===== src/hdl/epoch_seconds_to_bcd_calendar_core_defines.svh =====
// Assertion helpers shared by the calendar core.
`ifndef EPOCH_SECONDS_TO_BCD_CALENDAR_CORE_DEFINES_SVH
`define EPOCH_SECONDS_TO_BCD_CALENDAR_CORE_DEFINES_SVH

// The consequent must hold in the same cycle as the antecedent.
`define ECAL_ASSERT_IMP(name, clk, rst, ante, cons, msg) \
  name: assert property (@(posedge clk) disable iff (rst) (ante) |-> (cons)) \
    else $error(msg);

// The consequent must hold in the cycle after the antecedent.
`define ECAL_ASSERT_NEXT(name, clk, rst, ante, cons, msg) \
  name: assert property (@(posedge clk) disable iff (rst) (ante) |=> (cons)) \
    else $error(msg);

`endif


===== src/hdl/ecal_pkg.sv =====
`timescale 1ns / 1ps
package ecal_pkg;

  // Micro-operations.
  localparam logic [3:0] OP_DAY     = 4'd0;
  localparam logic [3:0] OP_TOD     = 4'd1;
  localparam logic [3:0] OP_HOUR    = 4'd2;
  localparam logic [3:0] OP_HREM    = 4'd3;
  localparam logic [3:0] OP_MIN     = 4'd4;
  localparam logic [3:0] OP_SEC     = 4'd5;
  localparam logic [3:0] OP_WEEK    = 4'd6;
  localparam logic [3:0] OP_LD_YEAR = 4'd7;
  localparam logic [3:0] OP_YEAR    = 4'd8;
  localparam logic [3:0] OP_MONTH   = 4'd9;
  localparam logic [3:0] OP_END     = 4'd10;

  // Jump conditions.
  localparam logic [1:0] COND_NEVER = 2'd0;
  localparam logic [1:0] COND_YFIT  = 2'd1;
  localparam logic [1:0] COND_MFIT  = 2'd2;

  localparam int PC_W = 4;
  localparam logic [PC_W-1:0] PC_LAST = 4'd10;

  localparam logic [31:0] SECS_PER_DAY  = 32'd86400;
  localparam logic [16:0] SECS_PER_HOUR = 17'd3600;
  localparam logic [11:0] SECS_PER_MIN  = 12'd60;
  localparam logic [15:0] DAYS_PER_WEEK = 16'd7;

  // Quotients by reciprocal multiplication. The power-of-two part of each
  // divisor is dropped first; the reciprocals are rounded up, and the error
  // stays below one unit over the whole input range.
  // Days: (secs >> 7) / 675, reciprocal 2^35 / 675.
  localparam logic [25:0] DAY_RECIP  = 26'd50903317;
  // Hours: (tod >> 4) / 225, reciprocal 2^20 / 225.
  localparam logic [12:0] HOUR_RECIP = 13'd4661;
  // Minutes: (rest >> 2) / 15, reciprocal 2^14 / 15.
  localparam logic [10:0] MIN_RECIP  = 11'd1093;
  // Weeks: n / 7, reciprocal 2^19 / 7.
  localparam logic [16:0] WDAY_RECIP = 17'd74899;
  // 1970-01-01 was a Thursday.
  localparam logic [15:0] WDAY_BIAS = 16'd3;

  // Years are kept as an offset from 1970.
  localparam logic [7:0] YOFF_2000 = 8'd30;
  localparam logic [7:0] YOFF_2099 = 8'd129;
  localparam logic [7:0] YOFF_2100 = 8'd130;
  localparam logic [3:0] DECEMBER  = 4'd12;

  typedef struct packed {
    logic [3:0]      op;
    logic [1:0]      cond;
    logic [PC_W-1:0] target;
  } uword_t;

  typedef struct packed {
    logic   run;
    uword_t uw;
  } ctl_t;

  typedef struct packed {
    logic yfit;
    logic mfit;
  } stat_t;

  typedef struct packed {
    logic [7:0] year_bcd;
    logic [4:0] month_bcd;
    logic [5:0] date_bcd;
    logic [2:0] weekday;
    logic [5:0] hour_bcd;
    logic [6:0] minute_bcd;
    logic [6:0] second_bcd;
    logic       year_out_of_range;
  } res_t;

  function automatic uword_t ucode(input logic [PC_W-1:0] pc);
    uword_t w;
    unique case (pc)
      4'd0:    w = '{OP_DAY,     COND_NEVER, 4'd0};
      4'd1:    w = '{OP_TOD,     COND_NEVER, 4'd0};
      4'd2:    w = '{OP_HOUR,    COND_NEVER, 4'd0};
      4'd3:    w = '{OP_HREM,    COND_NEVER, 4'd0};
      4'd4:    w = '{OP_MIN,     COND_NEVER, 4'd0};
      4'd5:    w = '{OP_SEC,     COND_NEVER, 4'd0};
      4'd6:    w = '{OP_WEEK,    COND_NEVER, 4'd0};
      4'd7:    w = '{OP_LD_YEAR, COND_NEVER, 4'd0};
      4'd8:    w = '{OP_YEAR,    COND_YFIT,  4'd8};
      4'd9:    w = '{OP_MONTH,   COND_MFIT,  4'd9};
      default: w = '{OP_END,     COND_NEVER, 4'd0};
    endcase
    return w;
  endfunction

  // Leap rule over 1970..2106, where 2000 is the only century leap year.
  function automatic logic leap_off(input logic [7:0] yoff);
    return (2'(yoff[1:0] + 2'd2) == 2'd0) && (yoff != YOFF_2100);
  endfunction

  function automatic logic [4:0] month_len(input logic [3:0] m, input logic leap);
    logic [4:0] len;
    unique case (m)
      4'd2:                   len = leap ? 5'd29 : 5'd28;
      4'd4, 4'd6, 4'd9, 4'd11: len = 5'd30;
      default:                len = 5'd31;
    endcase
    return len;
  endfunction

  function automatic logic [6:0] year_mod100(input logic [7:0] yoff);
    logic [6:0] v;
    if (yoff < YOFF_2000) begin
      v = 7'(yoff + 8'd70);
    end else if (yoff < YOFF_2100) begin
      v = 7'(yoff - YOFF_2000);
    end else begin
      v = 7'(yoff - YOFF_2100);
    end
    return v;
  endfunction

  // Two BCD digits of a value below 100; tens by reciprocal multiply.
  function automatic logic [7:0] to_bcd(input logic [6:0] v);
    logic [13:0] prod;
    logic [3:0]  tens;
    logic [3:0]  ones;
    prod = 14'(v) * 14'd103;
    tens = prod[13:10];
    ones = 4'(v - 7'(tens) * 7'd10);
    return {tens, ones};
  endfunction

endpackage


===== src/hdl/epoch_seconds_to_bcd_calendar_core.sv =====
`timescale 1ns / 1ps
// Converts a count of seconds since 1970-01-01 00:00:00 into a packed-BCD
// calendar date and time of day, with a day of week from 1 (Monday) to 7.
// The input channel carries epoch_seconds under in_valid / in_ready; each
// transfer produces exactly one result on the output channel under
// out_valid / out_ready, with every calendar field a port of its own.
// A small microprogram takes days, hours, minutes and the weekday by
// reciprocal multiplication, one product per step, then walks years one per
// cycle and months one per cycle. One item is in work at a time and the
// input is ready again the cycle after the result is written. The result
// sits in an output register, so a new input is taken as soon as the
// previous item finishes, even while its result still waits. If the
// receiver stalls, the next item runs up to its final step and waits there
// until the output register is free. Synchronous reset clears the
// sequencer and out_valid; the block is then ready for input.
module epoch_seconds_to_bcd_calendar_core (
  input  logic        clk,
  input  logic        rst,
  input  logic        in_valid,
  output logic        in_ready,
  input  logic [31:0] epoch_seconds,
  output logic        out_valid,
  input  logic        out_ready,
  output logic [7:0]  year_bcd,
  output logic [4:0]  month_bcd,
  output logic [5:0]  date_bcd,
  output logic [2:0]  weekday,
  output logic [5:0]  hour_bcd,
  output logic [6:0]  minute_bcd,
  output logic [6:0]  second_bcd,
  output logic        year_out_of_range
);
  import ecal_pkg::*;

  ctl_t  ctl;
  stat_t stat;
  res_t  res;
  logic  done;
  logic  out_free;

  assign out_free = !out_valid || out_ready;

  ecal_seq u_seq (
    .clk      (clk),
    .rst      (rst),
    .in_valid (in_valid),
    .in_ready (in_ready),
    .out_free (out_free),
    .stat     (stat),
    .ctl      (ctl),
    .done     (done)
  );

  ecal_dp u_dp (
    .clk           (clk),
    .load          (in_valid && in_ready),
    .epoch_seconds (epoch_seconds),
    .ctl           (ctl),
    .stat          (stat),
    .res           (res)
  );

  always_ff @(posedge clk) begin
    if (rst) begin
      out_valid <= 1'b0;
    end else if (done) begin
      out_valid <= 1'b1;
    end else if (out_ready) begin
      out_valid <= 1'b0;
    end
  end

  always_ff @(posedge clk) begin
    if (done) begin
      year_bcd          <= res.year_bcd;
      month_bcd         <= res.month_bcd;
      date_bcd          <= res.date_bcd;
      weekday           <= res.weekday;
      hour_bcd          <= res.hour_bcd;
      minute_bcd        <= res.minute_bcd;
      second_bcd        <= res.second_bcd;
      year_out_of_range <= res.year_out_of_range;
    end
  end

endmodule


===== src/hdl/ecal_seq.sv =====
`timescale 1ns / 1ps
`include "epoch_seconds_to_bcd_calendar_core_defines.svh"
module ecal_seq (
  input  logic            clk,
  input  logic            rst,
  input  logic            in_valid,
  output logic            in_ready,
  input  logic            out_free,
  input  ecal_pkg::stat_t stat,
  output ecal_pkg::ctl_t  ctl,
  output logic            done
);
  import ecal_pkg::*;

  logic            busy;
  logic [PC_W-1:0] pc;
  logic [PC_W-1:0] pc_next;
  uword_t          uw;
  logic            take;

  assign uw       = ucode(pc);
  assign in_ready = !busy;
  assign done     = busy && (uw.op == OP_END) && out_free;
  assign ctl.run  = busy;
  assign ctl.uw   = uw;

  always_comb begin
    unique case (uw.cond)
      COND_YFIT: take = stat.yfit;
      COND_MFIT: take = stat.mfit;
      default:   take = 1'b0;
    endcase
    pc_next = take ? uw.target : PC_W'(pc + 1'b1);
  end

  always_ff @(posedge clk) begin
    if (rst) begin
      busy <= 1'b0;
      pc   <= '0;
    end else if (!busy) begin
      if (in_valid) begin
        busy <= 1'b1;
        pc   <= '0;
      end
    end else if (uw.op == OP_END) begin
      // Hold on the final step until the output register can take the result.
      if (out_free) begin
        busy <= 1'b0;
      end
    end else begin
      pc <= pc_next;
    end
  end

  `ECAL_ASSERT_NEXT(a_start, clk, rst, in_valid && in_ready, busy && (pc == '0), "start not at step zero")
  `ECAL_ASSERT_IMP(a_pc_range, clk, rst, busy, pc <= PC_LAST, "step counter out of program")
  `ECAL_ASSERT_NEXT(a_end, clk, rst, done, !busy, "sequencer still busy after result")
  `ECAL_ASSERT_NEXT(a_hold, clk, rst, busy && (uw.op == OP_END) && !out_free, busy && $stable(pc), "final step left while output blocked")

endmodule


===== src/hdl/ecal_dp.sv =====
`timescale 1ns / 1ps
module ecal_dp (
  input  logic            clk,
  input  logic            load,
  input  logic [31:0]     epoch_seconds,
  input  ecal_pkg::ctl_t  ctl,
  output ecal_pkg::stat_t stat,
  output ecal_pkg::res_t  res
);
  import ecal_pkg::*;

  logic [31:0] secs;
  logic [15:0] days;
  logic [16:0] tod;
  logic [4:0]  hour;
  logic [11:0] mrem;
  logic [5:0]  minute;
  logic [5:0]  second;
  logic [12:0] wq;
  logic [2:0]  wday;
  logic [15:0] rem;
  logic [7:0]  year;
  logic [3:0]  month;

  logic [50:0] day_prod;
  logic [31:0] day_base;
  logic [24:0] hour_prod;
  logic [16:0] hour_base;
  logic [19:0] min_prod;
  logic [11:0] min_base;
  logic [15:0] wk_num;
  logic [31:0] wq_prod;
  logic [15:0] wk_base;
  logic        leap;
  logic [8:0]  ylen;
  logic [4:0]  mlen;

  // Each product is taken into a register in its own step.
  assign day_prod  = 51'(secs[31:7]) * 51'(DAY_RECIP);
  assign day_base  = 32'(days) * SECS_PER_DAY;
  assign hour_prod = 25'(tod[16:4]) * 25'(HOUR_RECIP);
  assign hour_base = 17'(hour) * SECS_PER_HOUR;
  assign min_prod  = 20'(mrem[11:2]) * 20'(MIN_RECIP);
  assign min_base  = 12'(minute) * SECS_PER_MIN;
  assign wk_num    = days + WDAY_BIAS;
  assign wq_prod   = 32'(wk_num) * 32'(WDAY_RECIP);
  assign wk_base   = 16'(wq) * DAYS_PER_WEEK;

  assign leap = leap_off(year);
  assign ylen = leap ? 9'd366 : 9'd365;
  assign mlen = month_len(month, leap);

  assign stat.yfit = rem >= 16'(ylen);
  assign stat.mfit = (rem >= 16'(mlen)) && (month != DECEMBER);

  always_ff @(posedge clk) begin
    if (load) begin
      secs <= epoch_seconds;
    end
    if (ctl.run) begin
      unique case (ctl.uw.op)
        OP_DAY: begin
          days <= day_prod[50:35];
        end
        OP_TOD: begin
          tod <= 17'(secs - day_base);
        end
        OP_HOUR: begin
          hour <= hour_prod[24:20];
        end
        OP_HREM: begin
          mrem <= 12'(tod - hour_base);
        end
        OP_MIN: begin
          minute <= min_prod[19:14];
        end
        OP_SEC: begin
          second <= 6'(mrem - min_base);
        end
        OP_WEEK: begin
          wq <= wq_prod[31:19];
        end
        OP_LD_YEAR: begin
          wday  <= 3'(wk_num - wk_base);
          rem   <= days;
          year  <= '0;
          month <= 4'd1;
        end
        OP_YEAR: begin
          if (stat.yfit) begin
            rem  <= rem - 16'(ylen);
            year <= 8'(year + 1'b1);
          end
        end
        OP_MONTH: begin
          if (stat.mfit) begin
            rem   <= rem - 16'(mlen);
            month <= 4'(month + 1'b1);
          end
        end
        default: begin
        end
      endcase
    end
  end

  always_comb begin
    res.year_bcd          = to_bcd(year_mod100(year));
    res.month_bcd         = 5'(to_bcd(7'(month)));
    res.date_bcd          = 6'(to_bcd(7'(rem[4:0]) + 7'd1));
    res.weekday           = 3'(wday + 1'b1);
    res.hour_bcd          = 6'(to_bcd(7'(hour)));
    res.minute_bcd        = 7'(to_bcd(7'(minute)));
    res.second_bcd        = 7'(to_bcd(7'(second)));
    res.year_out_of_range = (year < YOFF_2000) || (year > YOFF_2099);
  end

endmodule

===== config.mk =====
export PLATFORM = sky130hd
export DESIGN_NAME = epoch_seconds_to_bcd_calendar_core
export DESIGN_NICKNAME = d
export VERILOG_FILES = /design/src/hdl/ecal_pkg.sv /design/src/hdl/epoch_seconds_to_bcd_calendar_core.sv /design/src/hdl/ecal_seq.sv /design/src/hdl/ecal_dp.sv
export VERILOG_INCLUDE_DIRS = /design/src /design/src/hdl
export SDC_FILE = /design/constraint.sdc
export NUM_CORES = 1
export LEC_CHECK = 0
export BUFFER_PORTS_ARGS = -buffer_cell sky130_fd_sc_hd__buf_2
export CAP_MARGIN = 15
export CORE_MARGIN = 5
export CORE_UTILIZATION = 50
export CTS_CLUSTER_SIZE = 8
export DETAILED_ROUTE_END_ITERATION = 10
export GPL_ROUTABILITY_DRIVEN = 0
export GPL_TIMING_DRIVEN = 0
export PLACE_DENSITY = 0.77
export SKIP_CTS_REPAIR_TIMING = 1
export SLEW_MARGIN = 10
export SYNTH_ARGS = -nofsm -noshare
export SYNTH_HDL_FRONTEND = slang
export SYNTH_SLANG_ARGS = --single-unit

===== constraint.sdc =====
create_clock -name clk -period 15.1 [get_ports clk]
set_input_delay 3.775 -clock clk [delete_from_list [all_inputs] [get_ports clk]]
set_output_delay 3.775 -clock clk [all_outputs]
set_load 0.005 [all_outputs]

* After elaboration in Yosys (flattened, before gate mapping)
Memories as Yosys holds them, arrays and structs flattened. A register that Yosys moved wholly into a read port is not among the register bits.
Index checks and enable logic that the tools add are counted.
** Storage, ports and cells
- Bits in registers :: 187
- Memory bits (read-only) :: 128
- Input bits :: 36
- Logic and storage cells :: 147
- Memories :: 1
** Memory list
- (name not given) :: depth 16, width 8, read ports 1, clocked after Yosys merged registers in 1, write ports 0, RTL line ecal_pkg.sv:79 : unique case (pc)
** Cells by class
- $add $sub $neg :: 22
- Multipliers :: 20
- Order comparisons :: 5
- Equal/unequal tests :: 22
- Mux-type cells :: 25
- Reductions and logical operators :: 29
** Operator list (number)
- $mul 25x26->51 const B :: 1
- $pmux 16 s3 :: 1
- $mul 6x7->13 const B :: 3
- $mul 16x17->32 const B :: 1
- $mux 16 :: 2
- $mux 4 :: 7
- $mul 13x13->25 const B :: 1
- $eq 4x3->1 const B :: 6
- $sub 4x4->4 :: 6
- $eq 4x4->1 const B :: 5
- $mul 10x11->20 const B :: 1
- $reduce_and 2->1 :: 9
- $sub 17x17->17 :: 1
- $add 16x2->16 const B :: 1
- $ge 16x5->1 :: 1
- $ge 16x9->1 :: 1
- $mul 16x10->10 const B :: 1
- $pmux 8 s2 :: 1
- $sub 16x5->16 :: 1
- $sub 16x9->16 :: 1
- $mul 7x7->14 const B :: 1
- $mux 7 :: 2
- $mul 13x3->3 const B :: 1
- $eq 4x2->1 const B :: 3
- other kinds (44) :: 65

* Longest topological paths before layout
Gate-level depths: netlist of run 1.
- Depth after elaboration :: 13
- Mapped depth :: 28

* Hierarchy
Synthesis of run 1 repeated with hierarchy kept, for this count alone.
** Second synthesis, totals
- Cell total of the unflattened synthesis :: 2706
- Area, all modules :: 28432.3 um2
** By module, submodules not included
- ecal_dp :: times used 1, cells an instance 2591, area an instance 26462.9 um2
- epoch_seconds_to_bcd_calendar_core :: times used 1, cells an instance 48, area an instance 1343.8 um2
- ecal_seq :: times used 1, cells an instance 67, area an instance 625.6 um2

* Least setup slack after synthesis of run 1
Ideal clock, no wire load.
- Kind :: register to register
- Start :: reg u_dp.days[0]
- End :: reg u_dp.wq[2], data pin
- Arrival :: 6.215 ns
- Path slack :: 8.625 ns
- Stages on the path, launching flop included :: 27
- Buffers on the path :: 0
- Period minus slack after synthesis :: 6.475 ns
- Cell sequence :: edfxtp_1 inv_1 ha_1 nor2b_1 and3_1 and3_1 nand4_1 nor2_1 xnor2_1 ha_1 ha_1 inv_1 fa_1 fa_1 inv_1 fa_1 fa_1 ha_1 a21o_1 a21o_1 a21o_1 a21o_1 a221oi_1 o21ai_1 a21o_1 a21oi_1 xnor2_1
** Between the ends
- Longest elaborated chain between the ends :: 2
** Ends and longest elaborated chain
- from (decl) :: RTL line ecal_dp.sv:13 : logic [15:0] days;
- from (signal assigned) :: RTL line ecal_dp.sv:63 : days <= day_prod[50:35];
- $add 16x2->16 :: RTL line ecal_dp.sv:45 : assign wk_num = days + WDAY_BIAS;
- $mul 16x17->32 :: RTL line ecal_dp.sv:46 : assign wq_prod = 32'(wk_num) * 32'(WDAY_RECIP);
- named net u_dp.wq_prod[21] :: RTL line ecal_dp.sv:32 : logic [31:0] wq_prod;
- to (signal assigned) :: RTL line ecal_dp.sv:81 : wq <= wq_prod[31:19];
- to (decl) :: RTL line ecal_dp.sv:19 : logic [12:0] wq;
The timed path passes the listed nets, and every way through them passes these cells.
A chain may end at the register's enable or synchronous reset.

* Final worst setup path of run 1
Same ends and word-level chain as after synthesis.

==> results of run 1 <==
## per-stage QoR
step	worst slack, ns	cell area (sq um)	hold WS [ns]	utilization [%]
2_1_floorplan	8.63	28100	0.400	-
3_3_place_gp	6.70	29500	0.401	52.6
3_5_place_dp	7.87	29600	0.405	52.7
4_1_cts	7.84	30100	0.422	53.8
5_1_grt	7.40	30100	0.429	53.8
6_report	7.88	30100	0.421	53.8
## layout make-up
class | instances | area [sq um]
multi-input combinational | 1776 | 20000
buffer | 17 | 71.3
fill | 4782 | 25900
sequential | 184 | 5400
inverter | 702 | 2640
timing repair buffer | 86 | 485
tap | 756 | 946
clock inverter | 14 | 134
clock buffer | 18 | 439
## state kept, by name (all words and copies together) (netlist names), 5 cells and up
| register | flops |
|---|---|
| date_bcd | 6 |
| hour_bcd | 6 |
| minute_bcd | 7 |
| month_bcd | 5 |
| second_bcd | 7 |
| u_dp.days | 16 |
| u_dp.hour | 5 |
| u_dp.minute | 6 |
| u_dp.mrem | 12 |
| u_dp.rem | 16 |
| u_dp.second | 6 |
| u_dp.secs | 32 |
| u_dp.tod | 17 |
| u_dp.year | 8 |
| u_seq.uw | 7 |
| year_bcd | 8 |
## per-layer routing
layer	GRT usage (%)	vias to the layer above	wire (microns)
li1	-	8942	-
met4	4.94	0	1060
met3	2.89	76	1930
met5	0	-	0
met1	24.2	8803	24300
met2	34.1	318	27800
## placed cells by master (no fill, tap or decap), types with 4 or more instances in the layout
master and instances:
a21oi_1 83, inv_1 702, edfxtp_1 171, nand2_1 66, a21boi_0 4, a21oi_2 4
o21bai_1 10, o21ai_1 5, fa_1 313, dfxtp_1 13, o21a_1 8, mux2i_1 4
nand4_1 19, nor2_1 85, ha_1 716, nor3_1 16, xor2_1 45, xnor2_1 112
o31ai_1 4, clkbuf_1 13, a211oi_1 9, nor2b_1 11, nand3_1 30, or2_2 11
o21ai_0 56, buf_2 83, and3_1 7, nor4_1 6, nand2b_1 17, a41o_1 5
o22ai_1 4, or3_1 7, o211ai_1 5, a31oi_1 7, a31o_2 4, a21o_1 49
clkbuf_16 17
## logic make-up (layout without fill, tap and decap cells)
logic type,after synthesis,count (layout),share of synthesized area (%)
AOI/OAI and AO/OA,287,287,6.75
xor gates and xnor gates,158,158,4.97
adders and majority gates,1029,1029,54.1
buffers and inverters,719,837,9.62
DFF,184,184,19.2
muxes,4,4,0.142
and+or+nand+nor,298,298,5.18
## worst max-delay path, cell delays in order (launching register included)
cell      delay (ns)
edfxtp_1        0.66
inv_1           0.29
ha_1            0.30
nor2b_1         0.16
and3_1          0.21
and3_1          0.22
nand4_1         0.13
nor2_1          0.16
xnor2_1         0.22
ha_1            0.31
ha_1            0.29
inv_1           0.05
fa_1            0.48
fa_1            0.55
inv_1           0.05
fa_1            0.56
fa_1            0.42
ha_1            0.32
a21o_1          0.16
a21o_1          0.17
a21o_1          0.16
a21o_1          0.16
a221oi_1        0.26
o21ai_1         0.15
a21o_1          0.22
a21oi_1         0.18
xnor2_1         0.09
## worst max path at each step
stage,slack (ns),from,to
2_1_floorplan,8.63,u_dp.days[0],u_dp.wq[2]
3_3_place_gp,6.70,in_valid,u_seq.uw[5]
3_5_place_dp,7.87,u_dp.days[0],u_dp.wq[2]
5_1_grt,7.40,u_dp.days[0],u_dp.wq[2]
4_1_cts,7.84,u_dp.days[0],u_dp.wq[2]
6_report,7.88,u_dp.days[0],u_dp.wq[2]
==> out/qor.yml, run 1 <==
placedCellCount: 3520
slew_headroom_pct: 35.7
ys.flop_type: "edfxtp_1"
avgSynthCellArea_sq_um: 10.5
htreeDepth: 4
fp.dieArea_sq_um: 61100
grt_pass1_vias: 18900
ys_seq_area_share_pct: 19.2
synth_nets: 3744
drtAntennaViolNets: 0
reg2regPathDepth: 26
fin_crit_ns: 7.22
grt_setup_unrepaired: "false"
core.rowCount: 87
wirelength_microns: 55100
io_pins: 81
yosys-top-cells-area: "ha_1 32%, fa_1 22%, edfxtp_1 18%, inv_1 9.4%, xnor2_1 3.5%"
stdcell_count: 3553
crit_type: "register to register"
cp_max_fo: 8
grt_overflow: 0
insertion_delay_ns: 0.49
setup_viol: 0
cts_sinks: 184
via_per_inst: 5.11
io_buffers: 80
regToRegStartpoint: "u_dp.days[0]"
start_util_pct: 50.2
grt_start_max_net_pins: 36
synth_top_cell_area_share_pct: 31.9
holdCritStartpoint: "u_dp.secs[6]"
num_vias: 18100
drtPass1Iterations: 5
fmax_mhz: 138
final_net_count: 3849
critPathRequiredTime_ns: 15.33
min_path_cells: 0
synth_cell_types: 73
regToRegEndpoint: "u_dp.wq[2]"
slew_violations: 0
fp.dieW_microns: 247
drt-initial-drc-count: 711
yosysTopAreaCell: "ha_1"
cts_tree: "built"
antenna-diode-count: 0
finalClockSkew_ns: 0.0181
critPathLaunchType: "register"
antenna_found_initial: 0
netlist_instances: 2679
async_flop_share_pct: 0
min_to: "u_dp.tod[6]"
ys_ff_latch: 184
fp.coreArea_sq_um: 56100
clk_path_buf_depth: 2
tightest_slew_ns: 0.964
ys_top_cells_by_count: "716 x ha_1, 702 x inv_1, 313 x fa_1"
yosys.cell_count.top_type: "ha_1"
drive_gt1_share_pct: 5.65
synth_area_sq_um: 28100
cts.reportedPaths.clkPinSlew_ns: 0.09
critPathCaptureType: "register"
die_y_microns: 247
wl_per_cell_microns: 15.5
yosysWarnings: 0
cts-root-buf: "clkbuf_16"
cts_inserted_buffers: 17
worstHoldPathType: "register to register"
drc: 0
dp_hpwl_microns: 46700
grt_pass1_wl_microns: 92600
regToRegSetupSlack_ns: 7.88
arrival_ns: 7.45
maxCapViolCount: 0
tns_ns: 0
finalHoldViolCount: 0
synth-edff-count: 171
grt_use_total_pct: 19.1
outcome: "complete, no violations"
area_growth_syn_to_layout_pct: 7.20
finalCritPeriodShare_pct: 47.8
Power of run 1 is left out: the tool's default activity adds up to more than one toggle a clock period on the data nets, which glitch-free logic cannot reach.
==> inputs of run 2 (changes only) <==
- ABC_AREA: unset -> 1
- PLACE_DENSITY: 0.77 -> 0.8
- clock period: 15.1 -> 6.4 ns (I/O delays scaled with it)
==> run 2 against run 1 <==
  * Synthesized cell count grew 22%
  * Non-clock buffer count rose by 90
  * Hold slack better by 0.0011 ns
  * Count of clock-buffer cells in the layout fell by 1
  * Highest routed layer unchanged
  * Design area grew 10%
  * Largest cell class unchanged
  * Register-to-register slack got worse by 7.7 ns
  * First-iteration DRC count is 110% higher
  * Final cell count up 20%
  * Via count grew 24%
  * Sequential share of layout area down 1.6 points
==> out/qor.yml, run 2 <==
fmax_mhz: 161
drtPass1Iterations: 7
grt_overflow: 0
area_growth_syn_to_layout_pct: 10.2
io_buffers: 80
path_common_cell: "fa_1"
cp_max_fo: 8
multi_input_area_sq_um: 21700
finalClockSkew_ns: 0.0244
grt_start_max_net_pins: 27
num_vias: 22500
top_regs: "u_dp.secs (32), u_dp.tod (17)"
cts_inserted_buffers: 17
cts_sinks: 184
critPathLaunchType: "register"
cts.reportedPaths.clkPinSlew_ns: 0.10
fp.coreArea_sq_um: 60000
tns_ns: 0
netlist_instances: 3262
tightest_slew_ns: 1.11
avgSynthCellArea_sq_um: 9.23
ys_ff_latch: 184
largest_reg_flops: 32
htreeDepth: 4
clk_path_buf_depth: 2
slew_headroom_pct: 25.9
final_net_count: 4532
ys_seq_area_share_pct: 17.9
dp_hpwl_microns: 56200
final_cell_mix: "837 x inv_1, 709 x ha_1, 334 x nand2_1"
regToRegSetupSlack_ns: 0.18
finalCritPeriodShare_pct: 97.2
core.rowCount: 90
yosysWarnings: 0
setup_viol: 0
largest_register: "u_dp.secs"
ys.flop_type: "edfxtp_1"
slowest_delay_ns: 0.70
crit_slowest_cell: "edfxtp_1"
grt_use_total_pct: 20.7
yosys-top-cells-area: "ha_1 30%, fa_1 21%, edfxtp_1 17%, inv_1 11%, nand2_1 4.2%"
slew_violations: 0
drt-initial-drc-count: 1477
async_flop_share_pct: 0
finalHoldViolCount: 0
fp.dieW_microns: 255
synth_area_sq_um: 30100
critPathRequiredTime_ns: 6.66
insertion_delay_ns: 0.51
die_y_microns: 255
fin_crit_ns: 6.22
yosys.cell_count.top_type: "inv_1"
critPathCaptureType: "register"
synth_cell_types: 52
outcome: "complete, no violations"
grt_pass1_vias: 23100
worstHoldPathType: "register to register"
hold_ws_ns: 0.422
start_util_pct: 50.1
antenna-diode-count: 0
fp.dieArea_sq_um: 65200
crit_type: "register to register"
drc: 0
grt_pass1_wl_microns: 112000
synth-edff-count: 171
wl_per_cell_microns: 16.1
path_cells: "fa_1, ha_1, inv_1, fa_1, inv_1, fa_1, inv_1, fa_1, fa_1, fa_1, inv_1, ha_1, a21oi_1, o21ai_0, a21oi_1, nor2_1, o21ai_0, nand3_1, xor2_1"
arrival_ns: 6.49
path_buf_inv: 4
cts_tree: "built"
drtAntennaViolNets: 0
synth_top_cell_area_share_pct: 29.8
io_pins: 81
final_common_cell: "inv_1"
maxCapViolCount: 0
wirelength_microns: 68500
critPathTopFamily: "adder cells"
synth_nets: 4327
antenna_found_initial: 0
cts-root-buf: "clkbuf_16"
seqCellArea_sq_um: 5400
ys_top_cells_by_count: "843 x inv_1, 716 x ha_1, 337 x nand2_1"
drive_gt1_share_pct: 9.05
fill_cells: 4959
via_per_inst: 5.28
yosysTopAreaCell: "ha_1"
==> run 2: changes by cell type in the layout (fill, tap and decap cells not counted), sizes merged, moves of 14 or more <==
cell	previous run	this run
clkbuf	31	17
o21ai	62	95
a21o	49	20
nand3	30	101
nand2	66	349
xor2	45	85
nor2	87	192
nand2b	17	1
buf	90	193
a21oi	88	143
xnor2	112	47
inv	708	856
==> run 2: logic make-up after synthesis <==
kind of cell / Yosys count / share of synthesized area (%)
AO/OA/AOI/OAI: 332 / 6.33
AND/OR/NAND/NOR: 730 / 10.6
adder cells (fa/ha/maj): 1029 / 50.6
XOR/XNOR: 132 / 3.87
flip-flops: 184 / 17.9
buffers and inverters: 855 / 10.7
==> run 2: path summary, 6_finish.rpt <==
check                                      end  cells past startpoint           from
worst max-delay path             u_dp.days[13]                     19  u_dp.secs[19]
worst min-delay path            u_dp.second[0]                      0   u_dp.mrem[0]
worst max register to register   u_dp.days[13]                     19  u_dp.secs[19]
worst min register to register  u_dp.second[0]                      0   u_dp.mrem[0]
==> run 2: area by class of cell <==
class / instances / share of cell area, %
clock inverter: 15 / 0.517
inverter: 848 / 9.60
tap: 782 / 2.95
clock buffer: 17 / 1.28
buffer: 7 / 0.128
timing repair buffer: 186 / 3.71
multi-input combinational: 2223 / 65.5
sequential: 184 / 16.3
==> run 2: metrics by stage <==
| step | worst slack [ns] | util (%) | std cells | cell area [sq um] |
|---|---|---|---|---|
| floorplan | 0.432 | - | 3262 | 30100 |
| global placement | -0.251 | 52.5 | 4124 | 31500 |
| detailed placement | -0.419 | 52.6 | 4131 | 31600 |
| CTS | -0.431 | 53.6 | 4163 | 32200 |
| global route | -0.177 | 55.3 | 4262 | 33200 |
| finish | 0.177 | 55.3 | 4262 | 33200 |
==> run 2: worst register-to-register path: stages, from the launching register on <==
cell and delay [ns]:
edfxtp_1 0.70, fa_1 0.51, ha_1 0.29, inv_1 0.05, fa_1 0.50, inv_1 0.05
fa_1 0.48, inv_1 0.06, fa_1 0.52, fa_1 0.56, fa_1 0.56, inv_1 0.05
ha_1 0.36, a21oi_1 0.22, o21ai_0 0.23, a21oi_1 0.23, nor2_1 0.07, o21ai_0 0.25
nand3_1 0.17, xor2_1 0.17
==> run 2: metal layers <==
layer  vias to the layer above  global-route usage [%]  routed length, microns
li1                      10900                       -                       -
met1                     10800                    26.3                   29200
met2                       628                    37.0                   34000
met3                       132                    2.83                    3310
met4                         0                    6.00                    1910
met5                         -                       0                       0
Power of run 2 is left out for the same reason.
